`src/integer_to_radix_ascii_assert.svh`:
```
// Assertion macros for the integer to radix ASCII converter.
// No dependencies; expects clk and arst_n in the including scope.
`ifndef INTEGER_TO_RADIX_ASCII_ASSERT_SVH
`define INTEGER_TO_RADIX_ASCII_ASSERT_SVH

// Same-cycle implication, checked outside reset.
`define ITRA_ASSERT_NOW(lbl, ante, cons, msg) \
	lbl: assert property (@(posedge clk) disable iff (!arst_n) (ante) |-> (cons)) \
		else $error(msg);

// Next-cycle implication, checked outside reset.
`define ITRA_ASSERT_NEXT(lbl, ante, cons, msg) \
	lbl: assert property (@(posedge clk) disable iff (!arst_n) (ante) |=> (cons)) \
		else $error(msg);

`endif

```
`src/itra_pkg.sv`:
```
// Shared types, constants and the digit-to-character function for the
// integer to radix ASCII converter. No dependencies.
package itra_pkg;

	localparam int VALUE_BITS = 32;

	localparam logic [5:0] RADIX_MIN = 6'd2;
	localparam logic [5:0] RADIX_MAX = 6'd36;

	localparam logic [7:0] CHAR_NONE  = 8'h00;
	localparam logic [7:0] CHAR_MINUS = 8'h2D;
	localparam logic [7:0] CHAR_PLUS  = 8'h2B;
	localparam logic [7:0] CHAR_ZERO  = 8'h30;
	localparam logic [7:0] CHAR_LOW_A = 8'h61;
	localparam logic [7:0] CHAR_UP_A  = 8'h41;

	// format_flags bit positions
	localparam int FLAG_SIGNED = 0;
	localparam int FLAG_PLUS   = 1;
	localparam int FLAG_UPPER  = 2;

	typedef struct packed {
		logic [31:0] value;
		logic [5:0]  radix;
		logic [2:0]  format_flags;
	} req_t;

	typedef struct packed {
		logic [7:0] text_char;
		logic       last;
	} rsp_t;

	// Carry handed from one digit cell to the next more significant one.
	typedef struct packed {
		logic valid;
		logic carry;
	} itra_link_t;

	// Control broadcast from the sequencer to every cell.
	typedef struct packed {
		logic clear;
		logic shift;
	} itra_ctl_t;

	function automatic logic [7:0] digit_char(input logic [5:0] d, input logic upper);
		logic [5:0] dc;
		dc = (d > 6'd35) ? 6'd35 : d;
		if (dc < 6'd10)
			return CHAR_ZERO + {2'b00, dc};
		else if (upper)
			return CHAR_UP_A + {2'b00, dc - 6'd10};
		else
			return CHAR_LOW_A + {2'b00, dc - 6'd10};
	endfunction

endpackage

```
`src/integer_to_radix_ascii.sv`:
```
// Top level of the integer to radix ASCII converter: sequencer, output
// register and the row of digit cells. Depends on itra_pkg, itra_cell and
// integer_to_radix_ascii_assert.svh.
`include "integer_to_radix_ascii_assert.svh"

// Converts one 32-bit value per request beat into ASCII text in radix 2..36
// (out-of-range radix saturates), sent most significant character first, one
// character per response beat, last set on the final one. A row of 32 digit
// cells does the conversion: the magnitude is shifted in one bit per cycle,
// MSB first, and each cell doubles its digit, adds the carry from its
// neighbor and folds back by the radix, handing its carry on in the next
// cycle through a register. Leading zero digits are then shifted out of the
// top cell without output (one per cycle), and each remaining digit leaves
// the top cell as one beat. With a ready sink the sign character goes out
// during the conversion. A new request is taken once the last character
// sits in the output register, even if it has not been taken yet.
module integer_to_radix_ascii (
	input  logic           clk,
	input  logic           arst_n,
	input  logic           req_valid,
	output logic           req_ready,
	input  itra_pkg::req_t req,
	output logic           rsp_valid,
	input  logic           rsp_ready,
	output itra_pkg::rsp_t rsp
);
	import itra_pkg::*;

	localparam int CONV_LAST = 2 * VALUE_BITS - 2;
	localparam int CNT_W     = $clog2(2 * VALUE_BITS);
	localparam int REM_W     = $clog2(VALUE_BITS + 1);

	typedef enum logic [3:0] {
		ST_IDLE = 4'b0001,
		ST_CONV = 4'b0010,
		ST_SKIP = 4'b0100,
		ST_EMIT = 4'b1000
	} state_t;

	state_t                  state_q;
	logic [CNT_W-1:0]        cnt_q;
	logic [REM_W-1:0]        rem_q;
	logic [VALUE_BITS-1:0]   val_q;
	logic [5:0]              radix_q;
	logic                    upper_q;
	logic [7:0]              sign_q;
	logic                    rsp_valid_q;
	rsp_t                    rsp_q;

	logic                    accept;
	logic [VALUE_BITS-1:0]   in_val;
	logic                    in_neg;
	logic [VALUE_BITS-1:0]   in_mag;
	logic [7:0]              in_sign;
	logic [5:0]              in_radix;
	logic                    feed;
	logic                    out_free;
	logic                    sign_load;
	logic                    emit_load;
	logic                    skip_shift;
	logic [5:0]              top_digit;

	itra_ctl_t               ctl;
	itra_link_t              link [0:VALUE_BITS];
	logic [5:0]              dig  [0:VALUE_BITS-1];

	// Request decode: magnitude, sign character and saturated radix.
	assign accept   = req_valid && req_ready;
	assign req_ready = (state_q == ST_IDLE);
	assign in_val   = req.value[VALUE_BITS-1:0];
	assign in_neg   = req.format_flags[FLAG_SIGNED] & in_val[VALUE_BITS-1];
	assign in_mag   = in_neg ? (VALUE_BITS'(0) - in_val) : in_val;
	assign in_sign  = in_neg ? CHAR_MINUS :
		(req.format_flags[FLAG_SIGNED] & req.format_flags[FLAG_PLUS]) ? CHAR_PLUS :
		CHAR_NONE;
	assign in_radix = (req.radix < RADIX_MIN) ? RADIX_MIN :
		(req.radix > RADIX_MAX) ? RADIX_MAX : req.radix;

	// Feed one magnitude bit per cycle during conversion until all VALUE_BITS bits are in.
	assign feed          = (state_q == ST_CONV) && (cnt_q < CNT_W'(VALUE_BITS));
	assign link[0].valid = feed;
	assign link[0].carry = val_q[VALUE_BITS-1];

	assign top_digit  = dig[VALUE_BITS-1];
	assign out_free   = !rsp_valid_q || rsp_ready;
	// The sign beat has priority; digits wait until it has gone.
	assign sign_load  = out_free && (sign_q != CHAR_NONE);
	assign emit_load  = (state_q == ST_EMIT) && out_free && (sign_q == CHAR_NONE);
	assign skip_shift = (state_q == ST_SKIP) && (top_digit == 6'd0) && (rem_q > REM_W'(1));

	assign ctl.clear = accept;
	assign ctl.shift = skip_shift || emit_load;

	genvar gi;
	generate
		for (gi = 0; gi < VALUE_BITS; gi++) begin : g_cell
			if (gi == 0) begin : g_first
				itra_cell u_cell (
					.clk      (clk),
					.arst_n   (arst_n),
					.ctl      (ctl),
					.radix    (radix_q),
					.link_in  (link[gi]),
					.link_out (link[gi+1]),
					.digit_in (6'd0),
					.digit_out(dig[gi])
				);
			end else begin : g_rest
				itra_cell u_cell (
					.clk      (clk),
					.arst_n   (arst_n),
					.ctl      (ctl),
					.radix    (radix_q),
					.link_in  (link[gi]),
					.link_out (link[gi+1]),
					.digit_in (dig[gi-1]),
					.digit_out(dig[gi])
				);
			end
		end
	endgenerate

	// Sequencer: convert, drop leading zeros, emit digits.
	always_ff @(posedge clk or negedge arst_n) begin
		if (!arst_n) begin
			state_q <= ST_IDLE;
			cnt_q   <= '0;
			rem_q   <= '0;
		end else begin
			case (state_q)
				ST_IDLE: begin
					if (accept) begin
						state_q <= ST_CONV;
						cnt_q   <= '0;
					end
				end
				ST_CONV: begin
					cnt_q <= cnt_q + 1'b1;
					if (cnt_q == CNT_W'(CONV_LAST)) begin
						state_q <= ST_SKIP;
						rem_q   <= REM_W'(VALUE_BITS);
					end
				end
				ST_SKIP: begin
					if (skip_shift)
						rem_q <= rem_q - 1'b1;
					else
						state_q <= ST_EMIT;
				end
				ST_EMIT: begin
					if (emit_load) begin
						rem_q <= rem_q - 1'b1;
						if (rem_q == REM_W'(1))
							state_q <= ST_IDLE;
					end
				end
				default: state_q <= ST_IDLE;
			endcase
		end
	end

	// Magnitude shifter and per-item settings; hold outside their load points.
	always_ff @(posedge clk) begin
		if (accept) begin
			val_q   <= in_mag;
			radix_q <= in_radix;
			upper_q <= req.format_flags[FLAG_UPPER];
		end else if (feed) begin
			val_q <= {val_q[VALUE_BITS-2:0], 1'b0};
		end
	end

	always_ff @(posedge clk or negedge arst_n) begin
		if (!arst_n) begin
			sign_q <= CHAR_NONE;
		end else if (accept) begin
			sign_q <= in_sign;
		end else if (sign_load) begin
			sign_q <= CHAR_NONE;
		end
	end

	// Output register: one beat waits here while the sequencer moves on.
	always_ff @(posedge clk or negedge arst_n) begin
		if (!arst_n) begin
			rsp_valid_q <= 1'b0;
		end else if (sign_load || emit_load) begin
			rsp_valid_q <= 1'b1;
		end else if (rsp_ready) begin
			rsp_valid_q <= 1'b0;
		end
	end

	always_ff @(posedge clk) begin
		if (sign_load) begin
			rsp_q.text_char <= sign_q;
			rsp_q.last      <= 1'b0;
		end else if (emit_load) begin
			rsp_q.text_char <= digit_char(top_digit, upper_q);
			rsp_q.last      <= (rem_q == REM_W'(1));
		end
	end

	assign rsp_valid = rsp_valid_q;
	assign rsp       = rsp_q;

	// A carry out of the top cell would mean a lost digit.
	`ITRA_ASSERT_NOW(a_no_top_carry, link[VALUE_BITS].valid, !link[VALUE_BITS].carry, "carry out of top digit cell")
	// Every digit leaving the chain must be below the radix.
	`ITRA_ASSERT_NOW(a_digit_in_range, emit_load, top_digit < radix_q, "emitted digit not below radix")
	// An accepted request starts the conversion in the next cycle.
	`ITRA_ASSERT_NEXT(a_accept_starts, accept, (state_q == ST_CONV) && (cnt_q == '0), "conversion did not start after accept")

endmodule

```
`src/itra_cell.sv`:
```
// One digit cell of the radix conversion chain: holds one digit in the
// current radix. Depends on itra_pkg.
module itra_cell (
	input  logic                 clk,
	input  logic                 arst_n,
	input  itra_pkg::itra_ctl_t  ctl,
	input  logic [5:0]           radix,
	input  itra_pkg::itra_link_t link_in,
	output itra_pkg::itra_link_t link_out,
	input  logic [5:0]           digit_in,
	output logic [5:0]           digit_out
);
	import itra_pkg::*;

	logic [5:0]  digit_q;
	itra_link_t  link_q;
	logic [6:0]  dbl;
	logic [6:0]  diff;
	logic        ge;

	// Double the digit and add the carry; fold back once if it reaches the radix.
	assign dbl  = {digit_q, link_in.carry};
	assign ge   = dbl >= {1'b0, radix};
	assign diff = dbl - {1'b0, radix};

	always_ff @(posedge clk) begin
		if (ctl.clear) begin
			digit_q <= '0;
		end else if (link_in.valid) begin
			digit_q <= ge ? diff[5:0] : dbl[5:0];
		end else if (ctl.shift) begin
			digit_q <= digit_in;
		end
	end

	always_ff @(posedge clk or negedge arst_n) begin
		if (!arst_n) begin
			link_q <= '0;
		end else if (ctl.clear) begin
			link_q <= '0;
		end else begin
			link_q.valid <= link_in.valid;
			link_q.carry <= link_in.valid & ge;
		end
	end

	assign link_out  = link_q;
	assign digit_out = digit_q;

endmodule

```
`config.mk`:
```
export PLATFORM = sky130hd
export DESIGN_NAME = integer_to_radix_ascii
export DESIGN_NICKNAME = d
export VERILOG_FILES = /design/src/itra_pkg.sv /design/src/integer_to_radix_ascii.sv /design/src/itra_cell.sv
export VERILOG_INCLUDE_DIRS = /design/src /design/src/src
export SDC_FILE = /design/constraint.sdc
export NUM_CORES = 1
export LEC_CHECK = 0
export BUFFER_PORTS_ARGS = -buffer_cell sky130_fd_sc_hd__buf_4
export CELL_PAD_IN_SITES_DETAIL_PLACEMENT = 0
export CELL_PAD_IN_SITES_GLOBAL_PLACEMENT = 1
export CORE_ASPECT_RATIO = 0.9
export CORE_MARGIN = 2
export CORE_UTILIZATION = 50
export DETAILED_ROUTE_END_ITERATION = 7
export GPL_ROUTABILITY_DRIVEN = 0
export GPL_TIMING_DRIVEN = 0
export PLACE_DENSITY_LB_ADDON = 0.2
export RECOVER_POWER = 100
export SLEW_MARGIN = 5
export SYNTH_ARGS = -nofsm -noshare
export SYNTH_HDL_FRONTEND = slang
export SYNTH_SLANG_ARGS = --single-unit
```
`constraint.sdc`:
```
create_clock -name clk -period 6.7 [get_ports clk]
set_clock_uncertainty 0.2 [all_clocks]
set_input_delay 0.67 -clock clk [delete_from_list [all_inputs] [get_ports clk]]
set_output_delay 0.67 -clock clk [all_outputs]
set_load 0.005 [all_outputs]
```
==> results of run 1 <==
## registers in the layout, summed over array words and instances, names as in the netlist
register / cells
cnt_q: 6
g_cell.g_first.u_cell.digit_out: 6
g_cell.g_first.u_cell.link_out: 2
g_cell.g_rest.u_cell.digit_out: 186
g_cell.g_rest.u_cell.link_out: 60
radix_q: 6
rem_q: 6
rsp: 9
rsp_valid: 1
sign_q: 3
state_q: 4
upper_q: 1
val_q: 32
## stage by stage
stage                     area (µm²)  setup TNS, ps
after global placement         24730        -114450
final                          26250              0
after detailed placement       25000              0
after floorplan                23540              0
after global routing           26250              0
after CTS                      26370              0
## worst max-delay path: stages, from the launching register on
cell	delay (ps)
dfxtp_1	320
buf_6	150
or4_4	580
a2111oi_0	1080
o21a_1	210
clkbuf_1	420
clkbuf_1	530
clkbuf_1	1110
mux2i_1	340
o211ai_2	100
## cells by family after synthesis
| kind of cell | after synthesis | share of synthesized area, % |
|---|---|---|
| adders and majority gates | 233 | 13.39 |
| xor gates and xnor gates | 111 | 4.129 |
| DFF | 322 | 31.13 |
| and+or+nand+nor | 736 | 16.18 |
| muxes | 205 | 8.779 |
| AOI/OAI and AO/OA | 782 | 22.04 |
| buffers and inverters | 243 | 4.358 |
## power by group through the flow
| stage | Sequential (mW) | Combinational [mW] | Clock, mW |
|---|---|---|---|
| after floorplan | 2.78 | 3.62 | 0 |
| after global routing | 2.95 | 5.51 | 2.38 |
| final | 2.90 | 4.97 | 2.29 |
| after detailed placement | 2.92 | 4.95 | 0 |
| after CTS | 2.89 | 4.99 | 2.32 |
| after global placement | 2.96 | 4.71 | 0 |
## final timing paths
kind,start,end,slack (ps)
setup / recovery,g_cell[31].g_rest.u_cell.digit_out[1],g_cell[31].g_rest.u_cell.digit_out[1],1520
hold / removal,req[2],upper_q,110
setup reg to reg,g_cell[31].g_rest.u_cell.digit_out[1],g_cell[31].g_rest.u_cell.digit_out[1],1520
hold reg to reg,rsp[0],rsp[0],270
max in group asynchronous,arst_n,state_q[0],5010
min in group asynchronous,arst_n,g_cell[4].g_rest.u_cell.link_out[1],410
## cell type report
class,instances,area share (%)
Clock inverter,12,0.8104
Sequential cell,322,27.92
Timing Repair Buffer,68,2.593
Multi-Input combinational cell,2067,57.77
Tap cell,616,2.936
Clock buffer,58,4.419
Buffer,87,1.316
Inverter,156,2.231
## repair_timing
| action | 4_1_cts | 5_1_grt |
|---|---|---|
| hold buffers | 0 | 1 |
| endpoints found under the hold margin | 0 | 4 |
| setup endpoints to repair | 0 | 0 |
## layer usage
layer	part of all wire (%)	GRT usage, %	wire length (µm)
met3	6.4	3.981	4554
met2	44	45.67	31120
met4	3.0	9.598	2134
met5	0	0	0
met1	47	41.89	33040
## Yosys cell counts (all sizes together), types with 30 or more instances
library cell    n
a21o           56
ha            200
xor2           51
o22ai          77
nand2b         75
nand3          46
mux2i         193
a21oi         130
nor2b          59
fa             32
clkbuf         57
dfrtp          81
edfxtp         47
nor3           45
a211oi        127
and2           59
o21ai         180
dfxtp         193
inv           156
nor2          155
xnor2          60
buf            30
nand2         170
o21a           34
==> results.json, run 1 <==
{
  "number_of_synthesized_flops_with_an_enable_pin": 47,
  "die-area_mm2": 0.04884,
  "syn-mean-instance-area_um2": 8.945,
  "tritoncts": "done",
  "critical_path.max_fanout": 10,
  "dp_cells": 3314,
  "power.density_mw_per_mm2": 386.9,
  "sequential_cell_area_mm2": 0.007328,
  "period_utilization_pct": 77.25,
  "cp.arrival_ps": 5400,
  "final_period_minus_worst_setup_slack_ps": 5176,
  "swShare_pct": 41.96,
  "hold-path-cell-count": 1,
  "ys_seq_elements": 322,
  "syn_nets": 2909,
  "clock_tree.root_cell": "clkbuf_16",
  "place.detailed.hpwl_mm": 50.95,
  "synthDistinctLibCells": 76,
  "grt_pass1_wl_mm": 112.7,
  "post_cts_buffers": 0,
  "clockPowerShare_pct": 22.5,
  "coreArea_mm2": 0.04654,
  "report.power.total_mw": 10.15,
  "startpoint_kind_of_the_worst_setup_timing_path": "flop",
  "pin_count": 56,
  "synth_warnings": 0,
  "length_in_cells_of_the_worst_reg_to_reg_path": 9,
  "finalMaxSlewViolations": 57,
  "detail_route.drc_violations": 0,
  "drive_above_1_share_pct": 7.256,
  "status": "finished, violations left",
  "drt_pre_antenna_iters": 6,
  "timing_hold_violations_final": 0,
  "final_cell_count_no_fill": 3386,
  "slew-limit-headroom_pct": -45.50,
  "cts_buffer_depth": 3,
  "ys.flop_type": "dfxtp_1",
  "synth_cells": 2632,
  "insertion_delay_of_the_later_clocked_pin_in_the_worst_skew_pair_ps": 560,
  "port_buffer_cells": 55,
  "post_synth_main_area_contributors": "dfxtp_1, ha_1, dfrtp_1, mux2i_1, edfxtp_1",
  "setup.worst_path.end_class": "flop",
  "grt_util_all_layers_pct": 29.31,
  "syn_to_final_growth_pct": 11.48,
  "post_layout_util_pct": 56.39,
  "tightest_slew_ps": 2160,
  "antenna-diode-count": 0,
  "post-route-worst-setup-slack_ps": 1524,
  "setup_viol": 0,
  "vdd_ir_drop_max_v": 0.0002095,
  "async_reset_ff_share_pct": 25.47,
  "share_of_power_burned_in_combinational_logic_pct": 48.9,
  "pre_cts_ws_ps": 2295,
  "min_path_type": "primary input to flop",
  "synth_top_cell_area_share_pct": 16.41,
  "antenna_found_initial": 3,
  "drt_first_iter_violations": 1649,
  "chipHeight_um": 209.9,
  "clock_tree.htree_level_count": 2,
  "via_count_of_the_first_global_routing_pass": 20230,
  "rsz_0062_raised_after_global_routing": "no",
  "multiInputGateArea_mm2": 0.01516,
  "fp-row-count": 75,
  "timing.max_cap.violations": 3,
  "drt.antenna.violating_nets": 0,
  "synth_area_leader_cell": "dfxtp_1",
  "total_switching_power_mw": 4.261,
  "cts_buffers": 38,
  "synth_area_mm2": 0.02354,
  "routed-via-count": 20800,
  "drt-wirelength-per-cell_um": 20.92,
  "vias_per_cell": 6.142,
  "most_frequent_cells_in_the_layout": "ha_1, mux2i_1, dfxtp_1, o21ai_0, nand2_1",
  "final_common_cell": "ha_1",
  "x_dimension_of_the_die_um": 232.7,
  "failed_checks": "capacitance limit, slew limit",
  "cts_resized": 0,
  "wl_final_mm": 70.85,
  "floorplan.initialDensity_pct": 50.58,
  "grt_overflow_total": 0,
  "internal_power_mw": 5.894,
  "critPathKind": "flop to flop",
  "synth.yosys.seq_area_share_pct": 31.13,
  "critPathRequiredTime_ps": 6930,
  "whs_ps": 114.9,
  "fillerInstances": 4270,
  "share_seq_of_total_power_pct": 28.6,
  "cts.sink_count": 322,
  "grt_start_max_net_pins": 83,
  "p_leak_nw": 11.19,
  "max_freq_mhz": 193.2,
  "num-nets-final": 3017,
  "clock_slew_seen_by_the_registers_of_the_worst_setup_and_hold_paths_ps": 60
}
(Power assumes the default switching activity.)
==> inputs of run 2 (changes only) <==
--- a/config.mk
+++ b/config.mk
@@ -6,12 +6,13 @@
 export SDC_FILE = /design/constraint.sdc
 export NUM_CORES = 1
 export LEC_CHECK = 0
+export ABC_AREA = 1
 export BUFFER_PORTS_ARGS = -buffer_cell sky130_fd_sc_hd__buf_4
 export CELL_PAD_IN_SITES_DETAIL_PLACEMENT = 0
 export CELL_PAD_IN_SITES_GLOBAL_PLACEMENT = 1
 export CORE_ASPECT_RATIO = 0.9
 export CORE_MARGIN = 2
-export CORE_UTILIZATION = 50
+export CORE_UTILIZATION = 42
 export DETAILED_ROUTE_END_ITERATION = 7
 export GPL_ROUTABILITY_DRIVEN = 0
 export GPL_TIMING_DRIVEN = 0
==> constraint.sdc (replaced) <==
create_clock -name clk -period 4.5 [get_ports clk]
set_clock_uncertainty 0.2 [all_clocks]
set_input_delay 0.45 -clock clk [delete_from_list [all_inputs] [get_ports clk]]
set_output_delay 0.45 -clock clk [all_outputs]
set_load 0.005 [all_outputs]
==> results.json, run 2 <==
{
  "routed-via-count": 24120,
  "ys_seq_elements": 322,
  "tritoncts": "done",
  "share_of_power_burned_in_combinational_logic_pct": 56.6,
  "period_utilization_pct": 93.93,
  "wl_final_mm": 75.01,
  "grt_util_all_layers_pct": 24.20,
  "pre_cts_ws_ps": 502.6,
  "post_synth_main_area_contributors": "dfxtp_1, nand2_1, ha_1, dfrtp_1, inv_1",
  "x_dimension_of_the_die_um": 262.7,
  "number_of_synthesized_flops_with_an_enable_pin": 47,
  "grt_pass1_wl_mm": 122.1,
  "coreArea_mm2": 0.05966,
  "cts_buffers": 41,
  "critical_path.max_fanout": 17,
  "vdd_ir_drop_max_v": 0.0003219,
  "final_cell_count_no_fill": 4705,
  "setup.worst_path.end_class": "flop",
  "drive_above_1_share_pct": 6.298,
  "critPathRequiredTime_ps": 4580,
  "leading_cell_type_by_number_of_instances_after_synthesis": "nand2_1",
  "fp-row-count": 85,
  "grt_overflow_total": 0,
  "slew-limit-headroom_pct": -77.05,
  "synth_area_mm2": 0.02530,
  "post_cts_buffers": 0,
  "failed_checks": "capacitance limit, slew limit",
  "min_path_type": "primary input to flop",
  "timing.max_cap.violations": 1,
  "synth_commonest_cells": "nand2_1, inv_1, a21oi_1",
  "largest_register_ffs": 186,
  "total_switching_power_mw": 9.413,
  "cts_buffer_depth": 3,
  "synth_area_leader_cell": "dfxtp_1",
  "rsz_0062_raised_after_global_routing": "no",
  "dp_cells": 4616,
  "grt_start_max_net_pins": 83,
  "synthDistinctLibCells": 51,
  "status": "finished, violations left",
  "place.detailed.hpwl_mm": 53.64,
  "clock_tree.root_cell": "clkbuf_16",
  "final_common_cell": "nand2_1",
  "finalMaxSlewViolations": 83,
  "post_layout_util_pct": 47.85,
  "async_reset_ff_share_pct": 25.47,
  "antenna_found_initial": 1,
  "startpoint_kind_of_the_worst_setup_timing_path": "flop",
  "pin_count": 56,
  "die-area_mm2": 0.06222,
  "clock_tree.htree_level_count": 2,
  "synth.yosys.seq_area_share_pct": 28.97,
  "share_seq_of_total_power_pct": 24.9,
  "synth_top_cell_area_share_pct": 15.27,
  "synth_cells": 3766,
  "drt_first_iter_violations": 1590,
  "cts-hold-fix-buffers": 13,
  "chipHeight_um": 236.8,
  "antenna-diode-count": 0,
  "whs_ps": 23.35,
  "floorplan.initialDensity_pct": 42.40,
  "timing_hold_violations_final": 0,
  "syn_nets": 4043,
  "syn_to_final_growth_pct": 12.85,
  "drt.antenna.violating_nets": 0,
  "tightest_slew_ps": 2656,
  "most_frequent_cells_in_the_layout": "nand2_1, inv_1, a21oi_1, nand3_1, o21ai_0",
  "crit_slowest_cell": "nor2_1",
  "max_freq_mhz": 236.6,
  "critPathKind": "flop to flop",
  "cp.arrival_ps": 4310,
  "post-route-worst-setup-slack_ps": 272.9,
  "vias_per_cell": 5.126,
  "clock_slew_seen_by_the_registers_of_the_worst_setup_and_hold_paths_ps": 60,
  "setup_viol": 0,
  "clockPowerShare_pct": 18.5,
  "ys.flop_type": "dfxtp_1",
  "p_leak_nw": 14.35,
  "critical_path.max_stage_delay_ps": 720,
  "insertion_delay_of_the_later_clocked_pin_in_the_worst_skew_pair_ps": 570,
  "path_cells": "inv_2 > nor3_1 > clkinv_1 > nor2_1 > inv_1 > clkbuf_1 > buf_2 > o21ai_4 > buf_16",
  "detail_route.drc_violations": 0,
  "num-nets-final": 4166,
  "internal_power_mw": 10.64,
  "cts.sink_count": 322,
  "drt-wirelength-per-cell_um": 15.94,
  "drt_pre_antenna_iters": 5,
  "synth_warnings": 0,
  "syn-mean-instance-area_um2": 6.718,
  "cts_resized": 0,
  "final_period_minus_worst_setup_slack_ps": 4227,
  "port_buffer_cells": 55,
  "swShare_pct": 46.93,
  "via_count_of_the_first_global_routing_pass": 22770,
  "power.density_mw_per_mm2": 702.4
}
[run 2: changes by cell type after synthesis, moves of 71 or more]
| cell | previous run | this run |
|---|---|---|
| o22ai_1 | 77 | 6 |
| nand2_1 | 170 | 971 |
| inv_1 | 156 | 499 |
| a21oi_1 | 130 | 321 |
| mux2i_1 | 193 | 0 |
| nand2b_1 | 75 | 0 |
| nor2_1 | 154 | 276 |
| o21ai_0 | 163 | 282 |
| a211oi_1 | 127 | 0 |
| nand3_1 | 46 | 300 |
[run 2: per-layer routing]
metal	part of all wire [%]	vias up	global-route usage (%)
met5	0	-	0
met4	1.7	0	5.068
met3	4.0	76	2.662
met2	43	429	38.30
met1	51	10960	35.48
li1	-	12660	-
[run 2: cell type report]
cell class | instances | area (µm²)
Fill cell | 6276 | 31110
Multi-Input combinational cell | 2814 | 15410
Sequential cell | 322 | 7328
Inverter | 520 | 1954
Clock buffer | 56 | 1185
Tap cell | 783 | 979.7
Timing Repair Buffer | 80 | 837.1
Buffer | 110 | 538.0
Clock inverter | 20 | 315.3
[run 2: final timing paths]
| path | start | to | slack (ps) | cells after the start |
|---|---|---|---|---|
| setup / recovery | state_q[0] | val_q[1] | 270 | 9 |
| hold / removal | rsp_ready | rsp_valid | 20 | 4 |
| setup reg to reg | state_q[0] | val_q[1] | 270 | 9 |
| hold reg to reg | rem_q[4] | rem_q[4] | 290 | 2 |
| max in group asynchronous | arst_n | g_cell[8].g_rest.u_cell.link_out[1] | 1500 | 2 |
| min in group asynchronous | arst_n | rem_q[3] | 1000 | 2 |
[run 2: cell families (layout without fill, tap and decap cells)]
kind of cell / Yosys count / after routing / share of synthesized area [%]
XOR/XNOR: 95 / 95 / 3.289
buffers and inverters: 630 / 786 / 9.990
flip-flops: 322 / 322 / 28.97
adder cells (fa/ha/maj): 232 / 232 / 12.42
AO/OA/AOI/OAI: 706 / 706 / 14.57
AND/OR/NAND/NOR: 1781 / 1781 / 30.76
[run 2: power by group through the flow]
| stage | combinational [mW] | clock, mW | sequential (mW) |
|---|---|---|---|
| 6_report | 11.3 | 3.71 | 5.00 |
| 5_1_grt | 13.1 | 3.92 | 5.14 |
| 2_1_floorplan | 8.64 | 0 | 4.75 |
| 4_1_cts | 11.4 | 3.80 | 4.99 |
| 3_5_place_dp | 11.3 | 0 | 5.04 |
| 3_3_place_gp | 11.0 | 0 | 5.16 |
[run 2: critical path: cells and delay by family, from the launching register on]
family	cells	cell delay, ps
buf+inv	6	1760
compound gates	1	280
simple gates	2	1140
flops	1	520
[run 2: metrics by stage]
step	power (mW)	setup TNS [ps]	instance area, µm²
after floorplan	13.39	0	25300
after global placement	16.16	-715610	26690
after detailed placement	16.37	0	27010
after CTS	20.21	0	28640
after global routing	22.12	0	28550
final	20.06	0	28550
